File: config.mk
export PLATFORM = sky130hd
export DESIGN_NAME = h264_rtp_depacketizer_top_flat
export DESIGN_NICKNAME = d
export VERILOG_FILES = /design/src/rtl/h264dpk_pkg.sv /design/src/rtl/h264dpk_if.sv /design/src/rtl/h264dpk_front.sv /design/src/rtl/h264dpk_queue.sv /design/src/rtl/h264dpk_back.sv /design/src/rtl/h264_rtp_depacketizer_top.sv /design/src/flat_wrapper.sv
export SDC_FILE = /design/constraint.sdc
export NUM_CORES = 1
export LEC_CHECK = 0
export BUFFER_PORTS_ARGS = -buffer_cell sky130_fd_sc_hd__buf_2
export CAP_MARGIN = 20
export CORE_MARGIN = 3
export CORE_UTILIZATION = 50
export CTS_BUF_LIST = sky130_fd_sc_hd__clkbuf_4
export DETAILED_ROUTE_END_ITERATION = 7
export PLACE_DENSITY = 0.67
export SLEW_MARGIN = 20
export SYNTH_ARGS = -nofsm -noshare
export SYNTH_HDL_FRONTEND = slang
export SYNTH_SLANG_ARGS = --single-unit
File: constraint.sdc
create_clock -name clk -period 7.2 [get_ports clk]
set_clock_uncertainty 0.2 [all_clocks]
set_input_delay 1.44 -clock clk [delete_from_list [all_inputs] [get_ports clk]]
set_output_delay 1.44 -clock clk [all_outputs]
set_load 0.01 [all_outputs]
File: src/rtl/h264dpk_pkg.sv
// package for the h264 rtp depacketizer
// nal type codes, start code constants and the command passed from front to back
package h264dpk_pkg;

	localparam int QUEUE_DEPTH = 4;

	localparam logic [4:0] NAL_TYPE_MASK_W = 5'h1f;
	localparam logic [4:0] NAL_IDR         = 5'd5;
	localparam logic [4:0] NAL_SINGLE_MAX  = 5'd23;
	localparam logic [4:0] NAL_STAP_A      = 5'd24;
	localparam logic [4:0] NAL_FU_A        = 5'd28;
	localparam logic [7:0] FU_NRI_MASK     = 8'he0;
	localparam logic [7:0] START_CODE_LAST = 8'h01;
	localparam logic [2:0] START_CODE_POS  = 3'd3;

	// one step of work for the back end: optional start code, optional byte, end info
	typedef struct packed {
		logic        sc;
		logic        hb;
		logic [7:0]  data;
		logic        pend;
		logic [17:0] total;
		logic        idr;
	} cmd_t;

endpackage

File: src/rtl/h264dpk_if.sv
// channel interfaces for the h264 rtp depacketizer
// input carries payload bytes, output carries annex-b bytes and end reports
interface h264dpk_in_if;
	logic        valid;
	logic        ready;
	logic [7:0]  data_byte;
	logic        first;
	logic        last;
	logic [15:0] packet_len;

	modport source(output valid, data_byte, first, last, packet_len, input ready);
	modport sink(input valid, data_byte, first, last, packet_len, output ready);
endinterface

interface h264dpk_out_if;
	logic        valid;
	logic        ready;
	logic [7:0]  out_byte;
	logic        byte_valid;
	logic        packet_end;
	logic [17:0] out_total;
	logic        idr_seen;

	modport source(output valid, out_byte, byte_valid, packet_end, out_total, idr_seen,
		input ready);
	modport sink(input valid, out_byte, byte_valid, packet_end, out_total, idr_seen,
		output ready);
endinterface

File: src/rtl/h264dpk_front.sv
// front end: accepts payload bytes, tracks packet state, builds commands
// depends on h264dpk_pkg and h264dpk_in_if
module h264dpk_front
	import h264dpk_pkg::*;
(
	input  logic         clk,
	input  logic         arst_n,
	h264dpk_in_if.sink   in_ch,
	input  logic         q_ready,
	output logic         q_push,
	output cmd_t         q_cmd
);

	typedef enum logic [1:0] {
		KIND_SINGLE = 2'd0,
		KIND_STAP   = 2'd1,
		KIND_FU     = 2'd2,
		KIND_IGNORE = 2'd3
	} kind_t;

	typedef enum logic [1:0] {
		PH_SIZE_HI = 2'd0,
		PH_SIZE_LO = 2'd1,
		PH_DATA    = 2'd2,
		PH_REST    = 2'd3
	} phase_t;

	logic [15:0] bytes_left_q, bytes_left_d;
	kind_t       kind_q, kind_d;
	logic [7:0]  header_q, header_d;
	phase_t      phase_q, phase_d;
	logic [15:0] unit_left_q, unit_left_d;
	logic [7:0]  size_high_q, size_high_d;
	logic        idr_q, idr_d;
	logic [17:0] count_q, count_d;
	logic [1:0]  byte_pos_q, byte_pos_d;

	logic        accept;
	logic        act;
	logic        ending;
	logic [15:0] rem;
	logic [15:0] size;
	logic [4:0]  hdr_type;
	logic [17:0] count_base;
	logic        sc;
	logic        hb;
	logic [7:0]  data;

	assign in_ch.ready = q_ready;
	assign accept = in_ch.valid && in_ch.ready;
	assign hdr_type = in_ch.data_byte[4:0] & NAL_TYPE_MASK_W;
	assign size = {size_high_q, in_ch.data_byte};

	always_comb begin
		bytes_left_d = bytes_left_q;
		kind_d = kind_q;
		header_d = header_q;
		phase_d = phase_q;
		unit_left_d = unit_left_q;
		size_high_d = size_high_q;
		idr_d = idr_q;
		byte_pos_d = byte_pos_q;
		act = 1'b0;
		rem = '0;
		sc = 1'b0;
		hb = 1'b0;
		data = in_ch.data_byte;
		count_base = count_q;
		if (in_ch.first) begin
			act = 1'b1;
			// zero length counts as one byte
			rem = (in_ch.packet_len == 16'd0) ? 16'd0 : in_ch.packet_len - 16'd1;
			count_base = '0;
			idr_d = (hdr_type == NAL_IDR);
			phase_d = PH_SIZE_HI;
			unit_left_d = '0;
			size_high_d = '0;
			byte_pos_d = 2'd0;
			header_d = '0;
			if (hdr_type >= 5'd1 && hdr_type <= NAL_SINGLE_MAX) begin
				kind_d = KIND_SINGLE;
				sc = 1'b1;
				hb = 1'b1;
			end else if (hdr_type == NAL_STAP_A) begin
				kind_d = KIND_STAP;
			end else if (hdr_type == NAL_FU_A) begin
				kind_d = KIND_FU;
				header_d = in_ch.data_byte;
				byte_pos_d = 2'd1;
			end else begin
				kind_d = KIND_IGNORE;
			end
		end else if (bytes_left_q != 16'd0) begin
			act = 1'b1;
			rem = bytes_left_q - 16'd1;
			case (kind_q)
				KIND_SINGLE: begin
					hb = 1'b1;
				end
				KIND_STAP: begin
					case (phase_q)
						PH_SIZE_HI: begin
							size_high_d = in_ch.data_byte;
							phase_d = PH_SIZE_LO;
						end
						PH_SIZE_LO: begin
							if (size <= rem) begin
								sc = 1'b1;
								unit_left_d = size;
								if (size == 16'd0) begin
									phase_d = (rem > 16'd2) ? PH_SIZE_HI : PH_REST;
								end else begin
									phase_d = PH_DATA;
									byte_pos_d = 2'd1;
								end
							end else begin
								// oversize unit: drop the rest of the packet
								phase_d = PH_REST;
							end
						end
						PH_DATA: begin
							if (byte_pos_q == 2'd1) begin
								if (hdr_type == NAL_IDR) begin
									idr_d = 1'b1;
								end
								byte_pos_d = 2'd0;
							end
							hb = 1'b1;
							if (unit_left_q != 16'd0) begin
								unit_left_d = unit_left_q - 16'd1;
							end
							// two or fewer bytes left after a unit are padding
							if (unit_left_d == 16'd0) begin
								phase_d = (rem > 16'd2) ? PH_SIZE_HI : PH_REST;
							end
						end
						default: begin
						end
					endcase
				end
				KIND_FU: begin
					if (byte_pos_q == 2'd1) begin
						if (hdr_type == NAL_IDR) begin
							idr_d = 1'b1;
						end
						if (in_ch.data_byte[7]) begin
							sc = 1'b1;
							hb = 1'b1;
							data = (header_q & FU_NRI_MASK) | {3'b000, hdr_type};
						end
						byte_pos_d = 2'd2;
					end else begin
						hb = 1'b1;
					end
				end
				default: begin
				end
			endcase
		end
		ending = act && (in_ch.last || rem == 16'd0);
		if (act) begin
			bytes_left_d = ending ? 16'd0 : rem;
		end
		count_d = count_base + (sc ? 18'd4 : 18'd0) + {17'd0, hb};
	end

	assign q_push = accept && (sc || hb || ending);

	always_comb begin
		q_cmd.sc = sc;
		q_cmd.hb = hb;
		q_cmd.data = data;
		q_cmd.pend = ending;
		q_cmd.total = ending ? count_d : 18'd0;
		q_cmd.idr = ending ? idr_d : 1'b0;
	end

	always_ff @(posedge clk or negedge arst_n) begin
		if (!arst_n) begin
			bytes_left_q <= '0;
			kind_q <= KIND_SINGLE;
			header_q <= '0;
			phase_q <= PH_SIZE_HI;
			unit_left_q <= '0;
			size_high_q <= '0;
			idr_q <= 1'b0;
			count_q <= '0;
			byte_pos_q <= '0;
		end else if (accept && act) begin
			bytes_left_q <= bytes_left_d;
			kind_q <= kind_d;
			header_q <= header_d;
			phase_q <= phase_d;
			unit_left_q <= unit_left_d;
			size_high_q <= size_high_d;
			idr_q <= idr_d;
			count_q <= count_d;
			byte_pos_q <= byte_pos_d;
		end
	end

endmodule

File: src/rtl/h264dpk_queue.sv
// command queue between front and back end
// depends on h264dpk_pkg for the command type
module h264dpk_queue
	import h264dpk_pkg::*;
#(
	parameter int Depth = QUEUE_DEPTH
) (
	input  logic clk,
	input  logic arst_n,
	input  logic push,
	input  cmd_t wdata,
	output logic not_full,
	input  logic pop,
	output cmd_t rdata,
	output logic not_empty
);

	localparam int PtrW = (Depth > 1) ? $clog2(Depth) : 1;
	localparam int CntW = $clog2(Depth + 1);

	cmd_t            mem_q [Depth];
	logic [PtrW-1:0] wptr_q, rptr_q;
	logic [CntW-1:0] count_q;
	logic            do_push, do_pop;

	assign not_full = (count_q != CntW'(Depth));
	assign not_empty = (count_q != '0);
	assign do_push = push && not_full;
	assign do_pop = pop && not_empty;
	assign rdata = mem_q[rptr_q];

	always_ff @(posedge clk) begin
		if (do_push) begin
			mem_q[wptr_q] <= wdata;
		end
	end

	always_ff @(posedge clk or negedge arst_n) begin
		if (!arst_n) begin
			wptr_q <= '0;
			rptr_q <= '0;
			count_q <= '0;
		end else begin
			if (do_push) begin
				wptr_q <= (wptr_q == PtrW'(Depth - 1)) ? '0 : wptr_q + 1'b1;
			end
			if (do_pop) begin
				rptr_q <= (rptr_q == PtrW'(Depth - 1)) ? '0 : rptr_q + 1'b1;
			end
			if (do_push && !do_pop) begin
				count_q <= count_q + 1'b1;
			end else if (do_pop && !do_push) begin
				count_q <= count_q - 1'b1;
			end
		end
	end

endmodule

File: src/rtl/h264dpk_back.sv
// back end: expands each command into output bytes, one transfer per cycle while the output is not stalled
// depends on h264dpk_pkg and h264dpk_out_if
module h264dpk_back
	import h264dpk_pkg::*;
(
	input  logic          clk,
	input  logic          arst_n,
	input  logic          q_valid,
	input  cmd_t          q_cmd,
	output logic          q_pop,
	h264dpk_out_if.source out_ch
);

	logic [2:0]  pos_q;
	logic [2:0]  last_pos;
	logic        advance;
	logic        take;
	logic        at_last;
	logic        in_sc;
	logic [7:0]  item_byte;
	logic        item_valid;

	logic        out_valid_q;
	logic [7:0]  out_byte_q;
	logic        byte_valid_q;
	logic        packet_end_q;
	logic [17:0] out_total_q;
	logic        idr_seen_q;

	always_comb begin
		if (q_cmd.sc) begin
			last_pos = q_cmd.hb ? 3'd4 : START_CODE_POS;
		end else begin
			last_pos = 3'd0;
		end
		at_last = (pos_q == last_pos);
		in_sc = q_cmd.sc && (pos_q <= START_CODE_POS);
		if (in_sc) begin
			item_byte = (pos_q == START_CODE_POS) ? START_CODE_LAST : 8'h00;
			item_valid = 1'b1;
		end else if (q_cmd.hb) begin
			item_byte = q_cmd.data;
			item_valid = 1'b1;
		end else begin
			// bare end marker
			item_byte = 8'h00;
			item_valid = 1'b0;
		end
	end

	assign advance = !out_valid_q || out_ch.ready;
	assign take = advance && q_valid;
	assign q_pop = take && at_last;

	always_ff @(posedge clk or negedge arst_n) begin
		if (!arst_n) begin
			pos_q <= '0;
			out_valid_q <= 1'b0;
			out_byte_q <= '0;
			byte_valid_q <= 1'b0;
			packet_end_q <= 1'b0;
			out_total_q <= '0;
			idr_seen_q <= 1'b0;
		end else if (take) begin
			pos_q <= at_last ? 3'd0 : pos_q + 3'd1;
			out_valid_q <= 1'b1;
			out_byte_q <= item_byte;
			byte_valid_q <= item_valid;
			packet_end_q <= at_last && q_cmd.pend;
			out_total_q <= (at_last && q_cmd.pend) ? q_cmd.total : 18'd0;
			idr_seen_q <= at_last && q_cmd.pend && q_cmd.idr;
		end else if (advance) begin
			out_valid_q <= 1'b0;
		end
	end

	assign out_ch.valid = out_valid_q;
	assign out_ch.out_byte = out_byte_q;
	assign out_ch.byte_valid = byte_valid_q;
	assign out_ch.packet_end = packet_end_q;
	assign out_ch.out_total = out_total_q;
	assign out_ch.idr_seen = idr_seen_q;

endmodule

File: src/rtl/h264_rtp_depacketizer_top.sv
// h264 rtp depacketizer: rtp payload bytes in, annex-b byte stream out
// an input byte's first result goes via the command queue and the back end's output
// register. throughput: one input byte per cycle while each causes at most one result
// and the output is not stalled; a byte that opens a unit (start code) yields its start
// code and any byte it carries at one result per cycle; the command queue absorbs short
// bursts. reset clears all packet state and empties the queue; no clearing pass is needed
module h264_rtp_depacketizer_top
	import h264dpk_pkg::*;
#(
	parameter int QueueDepth = QUEUE_DEPTH
) (
	input  logic          clk,
	input  logic          arst_n,
	h264dpk_in_if.sink    in_ch,
	h264dpk_out_if.source out_ch
);

	logic q_push, q_ready, q_pop, q_valid;
	cmd_t q_wdata, q_rdata;

	h264dpk_front u_front (
		.clk     (clk),
		.arst_n  (arst_n),
		.in_ch   (in_ch),
		.q_ready (q_ready),
		.q_push  (q_push),
		.q_cmd   (q_wdata)
	);

	h264dpk_queue #(
		.Depth (QueueDepth)
	) u_queue (
		.clk       (clk),
		.arst_n    (arst_n),
		.push      (q_push),
		.wdata     (q_wdata),
		.not_full  (q_ready),
		.pop       (q_pop),
		.rdata     (q_rdata),
		.not_empty (q_valid)
	);

	h264dpk_back u_back (
		.clk     (clk),
		.arst_n  (arst_n),
		.q_valid (q_valid),
		.q_cmd   (q_rdata),
		.q_pop   (q_pop),
		.out_ch  (out_ch)
	);

endmodule

File: src/flat_wrapper.sv
// flat-port wrapper written by rule: the top's interface ports become plain ports
module h264_rtp_depacketizer_top_flat import h264dpk_pkg::*;
#(
	parameter int QueueDepth = QUEUE_DEPTH
)
  (clk, arst_n, in_ch_valid, in_ch_data_byte, in_ch_first, in_ch_last, in_ch_packet_len, in_ch_ready, out_ch_valid, out_ch_out_byte, out_ch_byte_valid, out_ch_packet_end, out_ch_out_total, out_ch_idr_seen, out_ch_ready);
  h264dpk_in_if in_ch_i ();
  h264dpk_out_if out_ch_i ();
  input  logic clk;
  input  logic arst_n;
  input wire logic [$bits(in_ch_i.valid)-1:0] in_ch_valid;
  input wire logic [$bits(in_ch_i.data_byte)-1:0] in_ch_data_byte;
  input wire logic [$bits(in_ch_i.first)-1:0] in_ch_first;
  input wire logic [$bits(in_ch_i.last)-1:0] in_ch_last;
  input wire logic [$bits(in_ch_i.packet_len)-1:0] in_ch_packet_len;
  output wire logic [$bits(in_ch_i.ready)-1:0] in_ch_ready;
  output wire logic [$bits(out_ch_i.valid)-1:0] out_ch_valid;
  output wire logic [$bits(out_ch_i.out_byte)-1:0] out_ch_out_byte;
  output wire logic [$bits(out_ch_i.byte_valid)-1:0] out_ch_byte_valid;
  output wire logic [$bits(out_ch_i.packet_end)-1:0] out_ch_packet_end;
  output wire logic [$bits(out_ch_i.out_total)-1:0] out_ch_out_total;
  output wire logic [$bits(out_ch_i.idr_seen)-1:0] out_ch_idr_seen;
  input wire logic [$bits(out_ch_i.ready)-1:0] out_ch_ready;
  assign in_ch_i.valid = in_ch_valid;
  assign in_ch_i.data_byte = in_ch_data_byte;
  assign in_ch_i.first = in_ch_first;
  assign in_ch_i.last = in_ch_last;
  assign in_ch_i.packet_len = in_ch_packet_len;
  assign in_ch_ready = in_ch_i.ready;
  assign out_ch_valid = out_ch_i.valid;
  assign out_ch_out_byte = out_ch_i.out_byte;
  assign out_ch_byte_valid = out_ch_i.byte_valid;
  assign out_ch_packet_end = out_ch_i.packet_end;
  assign out_ch_out_total = out_ch_i.out_total;
  assign out_ch_idr_seen = out_ch_i.idr_seen;
  assign out_ch_i.ready = out_ch_ready;
  h264_rtp_depacketizer_top #(.QueueDepth(QueueDepth)) u_core (.clk(clk), .arst_n(arst_n), .in_ch(in_ch_i), .out_ch(out_ch_i));
endmodule
==> results of run 1 <==
-- final cells by class --
class | count | area (um2)
antenna | 1 | 2.502
clock buffer | 87 | 653.1
clock inverter | 18 | 78.83
fill | 1940 | 9761
inverter | 50 | 187.7
multi-input combinational | 746 | 5229
sequential | 228 | 6307
tap | 313 | 391.6
timing repair buffer | 77 | 442.9
-- routing by layer --
layer | wire length, um | vias to the layer above | share of wire [%]
met5 | 0 | - | 0
met4 | 565 | 0 | 2.1
met3 | 1461 | 49 | 5.4
met2 | 12290 | 242 | 45
met1 | 12700 | 4211 | 47
li1 | - | 4207 | -
-- kinds of logic after synthesis --
family                   count (synthesis)  synth area share [%]
multiplexers                            49                 7.470
AND/OR/NAND/NOR                        361                 15.31
buffers and inverters                  100                 3.257
AO/OA/AOI/OAI                          259                 14.06
adder cells (fa/ha/maj)                 39                 4.161
flip-flops                             228                 52.95
XOR/XNOR                                38                 2.795
-- cells in the mapped netlist, types with 6 or more instances --
cell / n / area, um2
sky130_fd_sc_hd__a31oi_1: 6 / 37.54
sky130_fd_sc_hd__buf_1: 7 / 26.28
sky130_fd_sc_hd__and2_1: 14 / 87.58
sky130_fd_sc_hd__or2_2: 7 / 43.79
sky130_fd_sc_hd__o21ai_0: 99 / 495.5
sky130_fd_sc_hd__inv_1: 50 / 187.7
sky130_fd_sc_hd__nand2b_1: 6 / 37.54
sky130_fd_sc_hd__dfrtp_1: 108 / 2703
sky130_fd_sc_hd__a22o_1: 13 / 113.9
sky130_fd_sc_hd__ha_1: 38 / 475.5
sky130_fd_sc_hd__xor2_1: 10 / 87.58
sky130_fd_sc_hd__xnor2_1: 28 / 245.2
sky130_fd_sc_hd__nand3_1: 21 / 105.1
sky130_fd_sc_hd__mux2_2: 11 / 123.9
sky130_fd_sc_hd__nand4_1: 11 / 68.82
sky130_fd_sc_hd__nor2b_1: 13 / 81.33
sky130_fd_sc_hd__o22ai_1: 9 / 56.30
sky130_fd_sc_hd__nor4_1: 14 / 87.58
sky130_fd_sc_hd__clkbuf_1: 38 / 142.6
sky130_fd_sc_hd__a21o_1: 10 / 75.07
sky130_fd_sc_hd__nor3_1: 33 / 165.2
sky130_fd_sc_hd__a22oi_1: 7 / 52.55
sky130_fd_sc_hd__mux4_2: 30 / 675.7
sky130_fd_sc_hd__a21oi_1: 48 / 240.2
sky130_fd_sc_hd__o31ai_1: 17 / 127.6
sky130_fd_sc_hd__nor2_1: 53 / 198.9
sky130_fd_sc_hd__or3_1: 10 / 62.56
sky130_fd_sc_hd__mux2i_1: 6 / 60.06
sky130_fd_sc_hd__nand2_1: 142 / 533.0
sky130_fd_sc_hd__edfxtp_1: 120 / 3603
-- metrics by stage --
stage / std cells / hold WS (ps)
2_1_floorplan: 1074 / 237.9
5_1_grt: 1520 / 288.9
3_3_place_gp: 1414 / 249.8
3_5_place_dp: 1414 / 259.5
4_1_cts: 1519 / 275.4
6_report: 1520 / 267.2
-- how the worst max path moves through the flow --
stage / start / endpoint / slack [ps] / cells past startpoint
finish: u_core.u_front.bytes_left_q[0]$_DFFE_PN0P_ / u_core.u_queue.mem_q[0][16]$_DFFE_PP_ / 550 / 20
global route: u_core.u_front.bytes_left_q[0]$_DFFE_PN0P_ / u_core.u_queue.mem_q[1][18]$_DFFE_PP_ / 80 / 21
CTS: u_core.u_front.bytes_left_q[0]$_DFFE_PN0P_ / u_core.u_queue.mem_q[1][18]$_DFFE_PP_ / 590 / 21
detailed placement: u_core.u_front.bytes_left_q[0]$_DFFE_PN0P_ / u_core.u_queue.mem_q[2][18]$_DFFE_PP_ / 640 / 21
global placement: u_core.u_front.bytes_left_q[0]$_DFFE_PN0P_ / u_core.u_queue.mem_q[1][18]$_DFFE_PP_ / 780 / 21
floorplan: u_core.u_front.bytes_left_q[0]$_DFFE_PN0P_ / u_core.u_queue.mem_q[0][18]$_DFFE_PP_ / 1180 / 22
-- cell usage in the layout, fill, tap and decap left out, types with 13 or more instances in the layout --
cell / n
sky130_fd_sc_hd__nor3_1: 33
sky130_fd_sc_hd__and2_1: 14
sky130_fd_sc_hd__edfxtp_1: 120
sky130_fd_sc_hd__o31ai_1: 17
sky130_fd_sc_hd__buf_2: 59
sky130_fd_sc_hd__clkinv_1: 13
sky130_fd_sc_hd__dfrtp_1: 107
sky130_fd_sc_hd__a21oi_1: 48
sky130_fd_sc_hd__ha_1: 38
sky130_fd_sc_hd__o21ai_0: 99
sky130_fd_sc_hd__xnor2_1: 28
sky130_fd_sc_hd__nand3_1: 21
sky130_fd_sc_hd__nor4_1: 14
sky130_fd_sc_hd__nor2_1: 53
sky130_fd_sc_hd__clkbuf_4: 87
sky130_fd_sc_hd__buf_4: 17
sky130_fd_sc_hd__nor2b_1: 13
sky130_fd_sc_hd__a22o_1: 13
sky130_fd_sc_hd__inv_1: 50
sky130_fd_sc_hd__mux4_2: 30
sky130_fd_sc_hd__nand2_1: 142
-- sequential cells by signal, summed over array words and instances, names as in the netlist --
register / count
u_core.u_queue.rptr_q: 2
u_core.u_back.pos_q: 3
u_core.u_back.out_ch.out_byte: 8
u_core.u_front.phase_q: 2
u_core.u_queue.mem_q: 120
u_core.u_front.count_q: 18
u_core.u_queue.count_q: 3
u_core.u_front.idr_q: 1
u_core.u_back.out_ch.idr_seen: 1
u_core.u_back.out_ch.byte_valid: 1
u_core.u_front.size_high_q: 8
u_core.u_front.header_q: 3
u_core.u_front.kind_q: 2
u_core.u_queue.wptr_q: 2
u_core.u_back.out_ch.packet_end: 1
u_core.u_front.byte_pos_q: 2
u_core.u_back.out_ch.out_total: 18
u_core.u_front.unit_left_q: 16
u_core.u_front.bytes_left_q: 16
u_core.u_back.out_ch.valid: 1
-- power by group through the flow --
stage / registers [mW] / clock network [mW] / logic, mW
global route: 2.01 / 1.17 / 2.44
global placement: 1.97 / 0 / 2.15
floorplan: 1.93 / 0 / 1.63
CTS: 1.96 / 1.10 / 2.18
detailed placement: 1.98 / 0 / 2.17
finish: 1.97 / 1.06 / 2.18
-- tightest hold or removal path, delay by kind of cell, from the launching register on --
kind | cells | cell delay, ps
flops | 1 | 340
simple gates | 2 | 100
==> out/results.tsv, run 1 <==
stage	metric	value	unit
run_status	outcome	finished clean	
global_route	use_met3	4.127	%
synthesis	synth_cells	1074	
floorplanning	die_y	160.3	um
global_route	global_route.overflow_total	0	
run	drv.max_cap_violation_count	0	
worst_setup_path	critical_path.most_common_cell	sky130_fd_sc_hd__ha_1	
worst_setup_path	data_arrival_time_at_the_worst_slack_endpoint	6830	ps
synthesis	post_synth.cell_area_avg	11.09	um2
layout	fin_area	13290	um2
pwr	pwr_density_cell	391.4	nW/um2
sta	timing.fmax	150.4	MHz
clocking	cts_max_level	2	
sta	final_period_minus_worst_setup_slack	6650	ps
placement	dp_hpwl	18200	um
worst_setup_path	start_kind	flip-flop	
worst_setup_path	worst-endpoint-required	7380	ps
floorplanning	die_outline_area	25710	um2
routing	postRouteAntennaNets	0	
min_path	hold_path.class	reg2reg	
worst_setup_path	crit-reg2reg-launch	u_core.u_front.bytes_left_q[0]$_DFFE_PN0P_	
sta	setup_slack	550.3	ps
sta	max_slew_margin	35.58	%
floorplanning	initial_utilization	51.66	%
synthesis	ys_ff_latch	228	
global_route	wire_length_of_the_first_global_routing_pass	44840	um
clocking	hold_fix_buffers_cts	0	
floorplanning	placeableCoreArea	23050	um2
pwr	internal_cell_power	3.152	mW
pwr	power.share.clock	20.4	%
synthesis	ys_seq_area_share	52.95	%
routing	detailedRoute.firstPassIterationCount	4	
routing	wirelength_per_cell	17.78	um
clocking	post_cts.repair.setup_buffers	0	
routing	drt_iter0_drc	620	
worst_setup_path	crit_fanout	7	
sta	final.period_utilization	92.36	%
synthesis	synth.net_count	1143	
clocking	cts_tree	done	
worst_setup_path	path_cells	inv_1, ha_1, or4b_4, nor4_1, xor2_1, inv_1, ha_1, and4_1, nand4_1, nor3b_2, o32ai_2, and4b_1, a221o_1, ha_1, a31oi_1, or4b_2, nor3_2, nand3_1, and3_1, o21a_1	
placement	postPlaceCellArea	12560	um2
sta	drv_slew	0	
pwr	sw_frac_of_total	39.42	%
pwr	cellLeakagePower	5.359	nW
worst_setup_path	family_of_cells_with_the_greatest_summed_delay_on_the_critical_path	simple AND/OR/NAND/NOR gates	
clocking	clk_latency	660	ps
synthesis	synth-main-ff-cell	sky130_fd_sc_hd__edfxtp_1	
routing	sum_of_routed_wire_length_over_all_layers	27020	um
placement	routabilityCongestion	0.8916	
global_route	gr-usage-all-layers	21.34	%
clocking	max-clock-path-buffers	3	
sta	rsz0062_at_grt	false	
synthesis	netlist_area	11910	um2
pwr	power_switching	2.051	mW
worst_setup_path	worstRegToRegCells	20	
pwr	power_frac_comb	41.9	%
routing	post_route_drc_violation_count	0	
worst_setup_path	worst-path-buf-inv	2	
pwr	ir_worst_vdd	220.3	uV
global_route	antenna_found_initial	1	
placement	port_buffers	60	
synthesis	number_of_enable_flip_flop_cells_after_synthesis	120	
global_route	use_met1	30.51	%
sta	final-hold-violation-count	0	
synthesis	ys.warnings.count	0	
sta	final-setup-viol-count	0	
worst_setup_path	regToRegSetupSlack	550	ps
clocking	ctsResizeCount	0	
sta	fin_tns_setup	0	ps
global_route	number_of_global_route_vias_before_repair	8601	
pwr	seq_power_share	37.8	%
synthesis	ys_async_sr_fraction	47.37	%
worst_setup_path	regToRegEndpoint	u_core.u_queue.mem_q[0][16]$_DFFE_PP_	
floorplanning	rows	55	
global_route	grt_start_max_net_pins	75	
min_path	worst_min_path_start	u_core.u_back.out_ch.packet_end$_DFFE_PN0P_	
routing	detailroute.via_count	8709	
synthesis	synthDistinctLibCells	78	
min_path	min_to	u_core.u_back.out_ch.packet_end$_DFFE_PN0P_	
floorplanning	chipWidth	160.3	um
clocking	cts_sinks	228	
layout	share_of_final_layout_standard_cells_stronger_than_drive_strength_1	19.65	%
layout	layout.nets	1229	
routing	vias_per_cell	5.730	
floorplanning	ios	61	
placement	preCtsSetupSlack	640.7	ps
global_route	met2_usage	33.44	%
clocking	cts_made_buffers	57	
global_route	grt.busiest_layer	met2	
clocking	worst_setup_hold_path_clk_slew	70	ps
worst_setup_path	category_of_the_most_critical_setup_path	reg2reg	
sta	worst_slew_pin_slew	966.3	ps
layout	syn2layout_area_growth	11.62	%
pwr	p_total	5.203	mW
min_path	hold-path-cell-count	2	
layout	postLayoutCoreUtil	57.66	%
worst_setup_path	endpoint_type_of_the_worst_setup_path	flip-flop	
worst_setup_path	crit_path_max_incr_delay	780	ps
clocking	cts_root_buf	sky130_fd_sc_hd__clkbuf_4	
worst_setup_path	cp_slowest_cell	sky130_fd_sc_hd__or4b_2	
Power figures use the tool's default switching activity.
==> run 2, diff against run 1 <==
--- a/config.mk
+++ b/config.mk
@@ -9,7 +9,7 @@
 export CAP_MARGIN = 20
 export CORE_MARGIN = 3
 export CORE_UTILIZATION = 50
-export CTS_BUF_LIST = sky130_fd_sc_hd__clkbuf_4
+export CTS_BUF_LIST = sky130_fd_sc_hd__clkbuf_8
 export DETAILED_ROUTE_END_ITERATION = 7
 export PLACE_DENSITY = 0.67
 export SLEW_MARGIN = 20
==> out/results.tsv, run 2 (synthesis gave the netlist of run 1 again) <==
stage	metric	value	unit	change
routing	post_route_drc_violation_count	0		unchanged
floorplanning	initial_utilization	51.66	%	unchanged
pwr	internal_cell_power	3.211	mW	was 3.152 mW
placement	routabilityCongestion	0.8916		unchanged
min_path	hold-path-cell-count	2		unchanged
worst_setup_path	start_kind	flip-flop		unchanged
routing	detailedRoute.firstPassIterationCount	5		was 4
worst_setup_path	worst-path-buf-inv	2		unchanged
run	drv.max_cap_violation_count	0		unchanged
worst_setup_path	worst-endpoint-required	7290	ps	was 7380 ps
clocking	ctsResizeCount	0		unchanged
placement	dp_hpwl	18200	um	unchanged
worst_setup_path	crit_fanout	7		unchanged
worst_setup_path	endpoint_type_of_the_worst_setup_path	flip-flop		unchanged
global_route	number_of_global_route_vias_before_repair	8416		was 8601
layout	syn2layout_area_growth	11.85	%	was 11.62%
placement	dp_cells	1414		unchanged
clocking	cts_sinks	228		unchanged
clocking	clk_latency	560	ps	was 660 ps
worst_setup_path	crit_path_max_incr_delay	780	ps	about the same
layout	final.fill_count	1915		was 1940
layout	postLayoutCoreUtil	57.78	%	was 57.66%
clocking	worst_setup_hold_path_clk_slew	60	ps	was 70 ps
worst_setup_path	regToRegEndpoint	u_core.u_queue.mem_q[1][18]$_DFFE_PP_		was u_core.u_queue.mem_q[0][16]$_DFFE_PP_
pwr	power_switching	2.071	mW	was 2.051 mW
routing	vias_per_cell	5.772		was 5.730
layout	share_of_final_layout_standard_cells_stronger_than_drive_strength_1	16.54	%	was 19.65%
min_path	min_to	u_core.u_back.out_ch.packet_end$_DFFE_PN0P_		unchanged
layout	num_antenna_cells	0		was 1
sta	worst_slew_pin_slew	966.9	ps	was 966.3 ps
sta	final-hold-violation-count	0		unchanged
floorplanning	ios	61		unchanged
global_route	antenna_found_initial	0		was 1
routing	drt_iter0_drc	636		was 620
global_route	global_route.overflow_total	0		unchanged
clocking	hold_fix_buffers_cts	0		unchanged
layout	largest_register_ff_count	120		unchanged
min_path	worst_min_path_start	u_core.u_back.out_ch.packet_end$_DFFE_PN0P_		unchanged
sta	final_period_minus_worst_setup_slack	6664	ps	was 6650 ps
routing	sum_of_routed_wire_length_over_all_layers	26950	um	was 27020 um
sta	setup_slack	535.7	ps	was 550.3 ps
floorplanning	die_outline_area	25710	um2	unchanged
clocking	cts_root_buf	sky130_fd_sc_hd__clkbuf_8		was sky130_fd_sc_hd__clkbuf_4
clocking	max-clock-path-buffers	3		unchanged
sta	drv_slew	0		unchanged
sta	final-setup-viol-count	0		unchanged
sta	final.period_utilization	92.56	%	was 92.36%
pwr	cellLeakagePower	5.379	nW	was 5.359 nW
pwr	power_frac_comb	41.3	%	was 41.9%
pwr	pwr_density_cell	396.5	nW/um2	was 391.4 nW/um2
sta	whs	264.8	ps	was 267.2 ps
global_route	grt_start_max_net_pins	75		unchanged
routing	wirelength_per_cell	18.13	um	was 17.78 um
placement	preCtsSetupSlack	640.7	ps	unchanged
worst_setup_path	category_of_the_most_critical_setup_path	reg2reg		unchanged
floorplanning	chipWidth	160.3	um	unchanged
pwr	ir_worst_vdd	280.0	uV	was 220.3 uV
sta	timing.fmax	150.1	MHz	was 150.4 MHz
placement	port_buffers	60		unchanged
worst_setup_path	worstRegToRegCells	21		was 20
sta	max_slew_margin	35.54	%	was 35.58%
worst_setup_path	worstSetupPathDepth	21		was 20
layout	finish.cell_count_without_fillers	1486		was 1520
floorplanning	placeableCoreArea	23050	um2	unchanged
worst_setup_path	crit-reg2reg-launch	u_core.u_front.bytes_left_q[0]$_DFFE_PN0P_		unchanged
worst_setup_path	path_cells	inv_1, ha_1, or4b_4, nor4_1, xor2_1, inv_1, ha_1, and4_1, nand4_1, nor3b_2, o32ai_2, and4b_1, a221o_1, ha_1, a31oi_1, or4b_2, nor3_2, nand3_1, nor2_1, xnor2_1, nor2_1		was inv_1, ha_1, or4b_4, nor4_1, xor2_1, inv_1, ha_1, and4_1, nand4_1, nor3b_2, o32ai_2, and4b_1, a221o_1, ha_1, a31oi_1, or4b_2, nor3_2, nand3_1, and3_1, o21a_1
clocking	cts_max_level	2		unchanged
worst_setup_path	regToRegSetupSlack	540	ps	was 550 ps
sta	fin_tns_setup	0	ps	unchanged
layout	layout.cells.most_common_list	sky130_fd_sc_hd__nand2_1 (142), sky130_fd_sc_hd__edfxtp_1 (120), sky130_fd_sc_hd__dfrtp_1 (107)		unchanged
worst_setup_path	critical_path.most_common_cell	sky130_fd_sc_hd__ha_1		unchanged
pwr	sw_frac_of_total	39.21	%	was 39.42%
worst_setup_path	family_of_cells_with_the_greatest_summed_delay_on_the_critical_path	simple AND/OR/NAND/NOR gates		unchanged
clocking	cts_made_buffers	40		was 57
global_route	gr-usage-all-layers	21.39	%	was 21.34%
floorplanning	die_y	160.3	um	unchanged
pwr	power.share.clock	21.4	%	was 20.4%
worst_setup_path	cp_slowest_cell	sky130_fd_sc_hd__or4b_2		unchanged
layout	layout.nets	1212		was 1229
min_path	hold_path.class	reg2reg		unchanged
routing	detailroute.via_count	8577		was 8709
pwr	seq_power_share	37.3	%	was 37.8%
layout	max_flop_register	u_core.u_queue.mem_q		unchanged
clocking	post_cts.repair.setup_buffers	0		unchanged
sta	rsz0062_at_grt	false		unchanged
routing	postRouteAntennaNets	0		unchanged
run_status	outcome	finished clean		unchanged
floorplanning	rows	55		unchanged
worst_setup_path	data_arrival_time_at_the_worst_slack_endpoint	6750	ps	was 6830 ps
layout	most_frequent_standard_cell_in_the_layout_excluding_fill_and_tap_cells	sky130_fd_sc_hd__nand2_1		unchanged
global_route	wire_length_of_the_first_global_routing_pass	44760	um	was 44840 um
clocking	cts_tree	done		unchanged
==> run 2: final cells by class <==
cell class	count	area [um2]	share of cell area, %
inverters	50	187.7	1.409
clock inverters	31	197.7	1.484
repair buffers	77	442.9	3.325
well taps	313	391.6	2.940
multi-input cells	746	5229	39.25
flip-flops and latches	228	6307	47.35
clock buffers	41	564.3	4.236
==> run 2: layer usage <==
layer / GRT usage (%) / vias up / routed length [um]
li1: - / 4134 / -
met1: 30.72 / 4169 / 12640
met2: 33.24 / 220 / 12190
met3: 4.256 / 54 / 1479
met4: 6.509 / 0 / 631
met5: 0 / - / 0
==> run 2: through the flow <==
step / cell area [um2] / power [mW]
2_1_floorplan: 11910 / 3.564
3_3_place_gp: 12560 / 4.120
3_5_place_dp: 12560 / 4.159
4_1_cts: 13320 / 5.318
5_1_grt: 13320 / 5.687
6_report: 13320 / 5.282
==> run 2: worst min-delay path, stage by stage (launching register included) <==
cell and delay [ps]:
sky130_fd_sc_hd__dfrtp_1 330, sky130_fd_sc_hd__nand2_1 50, sky130_fd_sc_hd__nand2_1 50
==> run 2: how the worst max path moves through the flow <==
stage / from / end / slack, ps
3_5_place_dp: u_core.u_front.bytes_left_q[0]$_DFFE_PN0P_ / u_core.u_queue.mem_q[2][18]$_DFFE_PP_ / 640
4_1_cts: u_core.u_front.bytes_left_q[0]$_DFFE_PN0P_ / u_core.u_queue.mem_q[1][18]$_DFFE_PP_ / 590
2_1_floorplan: u_core.u_front.bytes_left_q[0]$_DFFE_PN0P_ / u_core.u_queue.mem_q[0][18]$_DFFE_PP_ / 1180
3_3_place_gp: u_core.u_front.bytes_left_q[0]$_DFFE_PN0P_ / u_core.u_queue.mem_q[1][18]$_DFFE_PP_ / 780
6_report: u_core.u_front.bytes_left_q[0]$_DFFE_PN0P_ / u_core.u_queue.mem_q[1][18]$_DFFE_PP_ / 540
5_1_grt: u_core.u_front.bytes_left_q[0]$_DFFE_PN0P_ / u_core.u_queue.mem_q[1][18]$_DFFE_PP_ / 90
==> run 2: power groups by stage <==
stage          Combinational, mW  Sequential (mW)  Clock [mW]
2_1_floorplan               1.63             1.93           0
3_3_place_gp                2.15             1.97           0
3_5_place_dp                2.17             1.98           0
4_1_cts                     2.18             1.96        1.17
5_1_grt                     2.44             2.01        1.23
6_report                    2.18             1.97        1.13
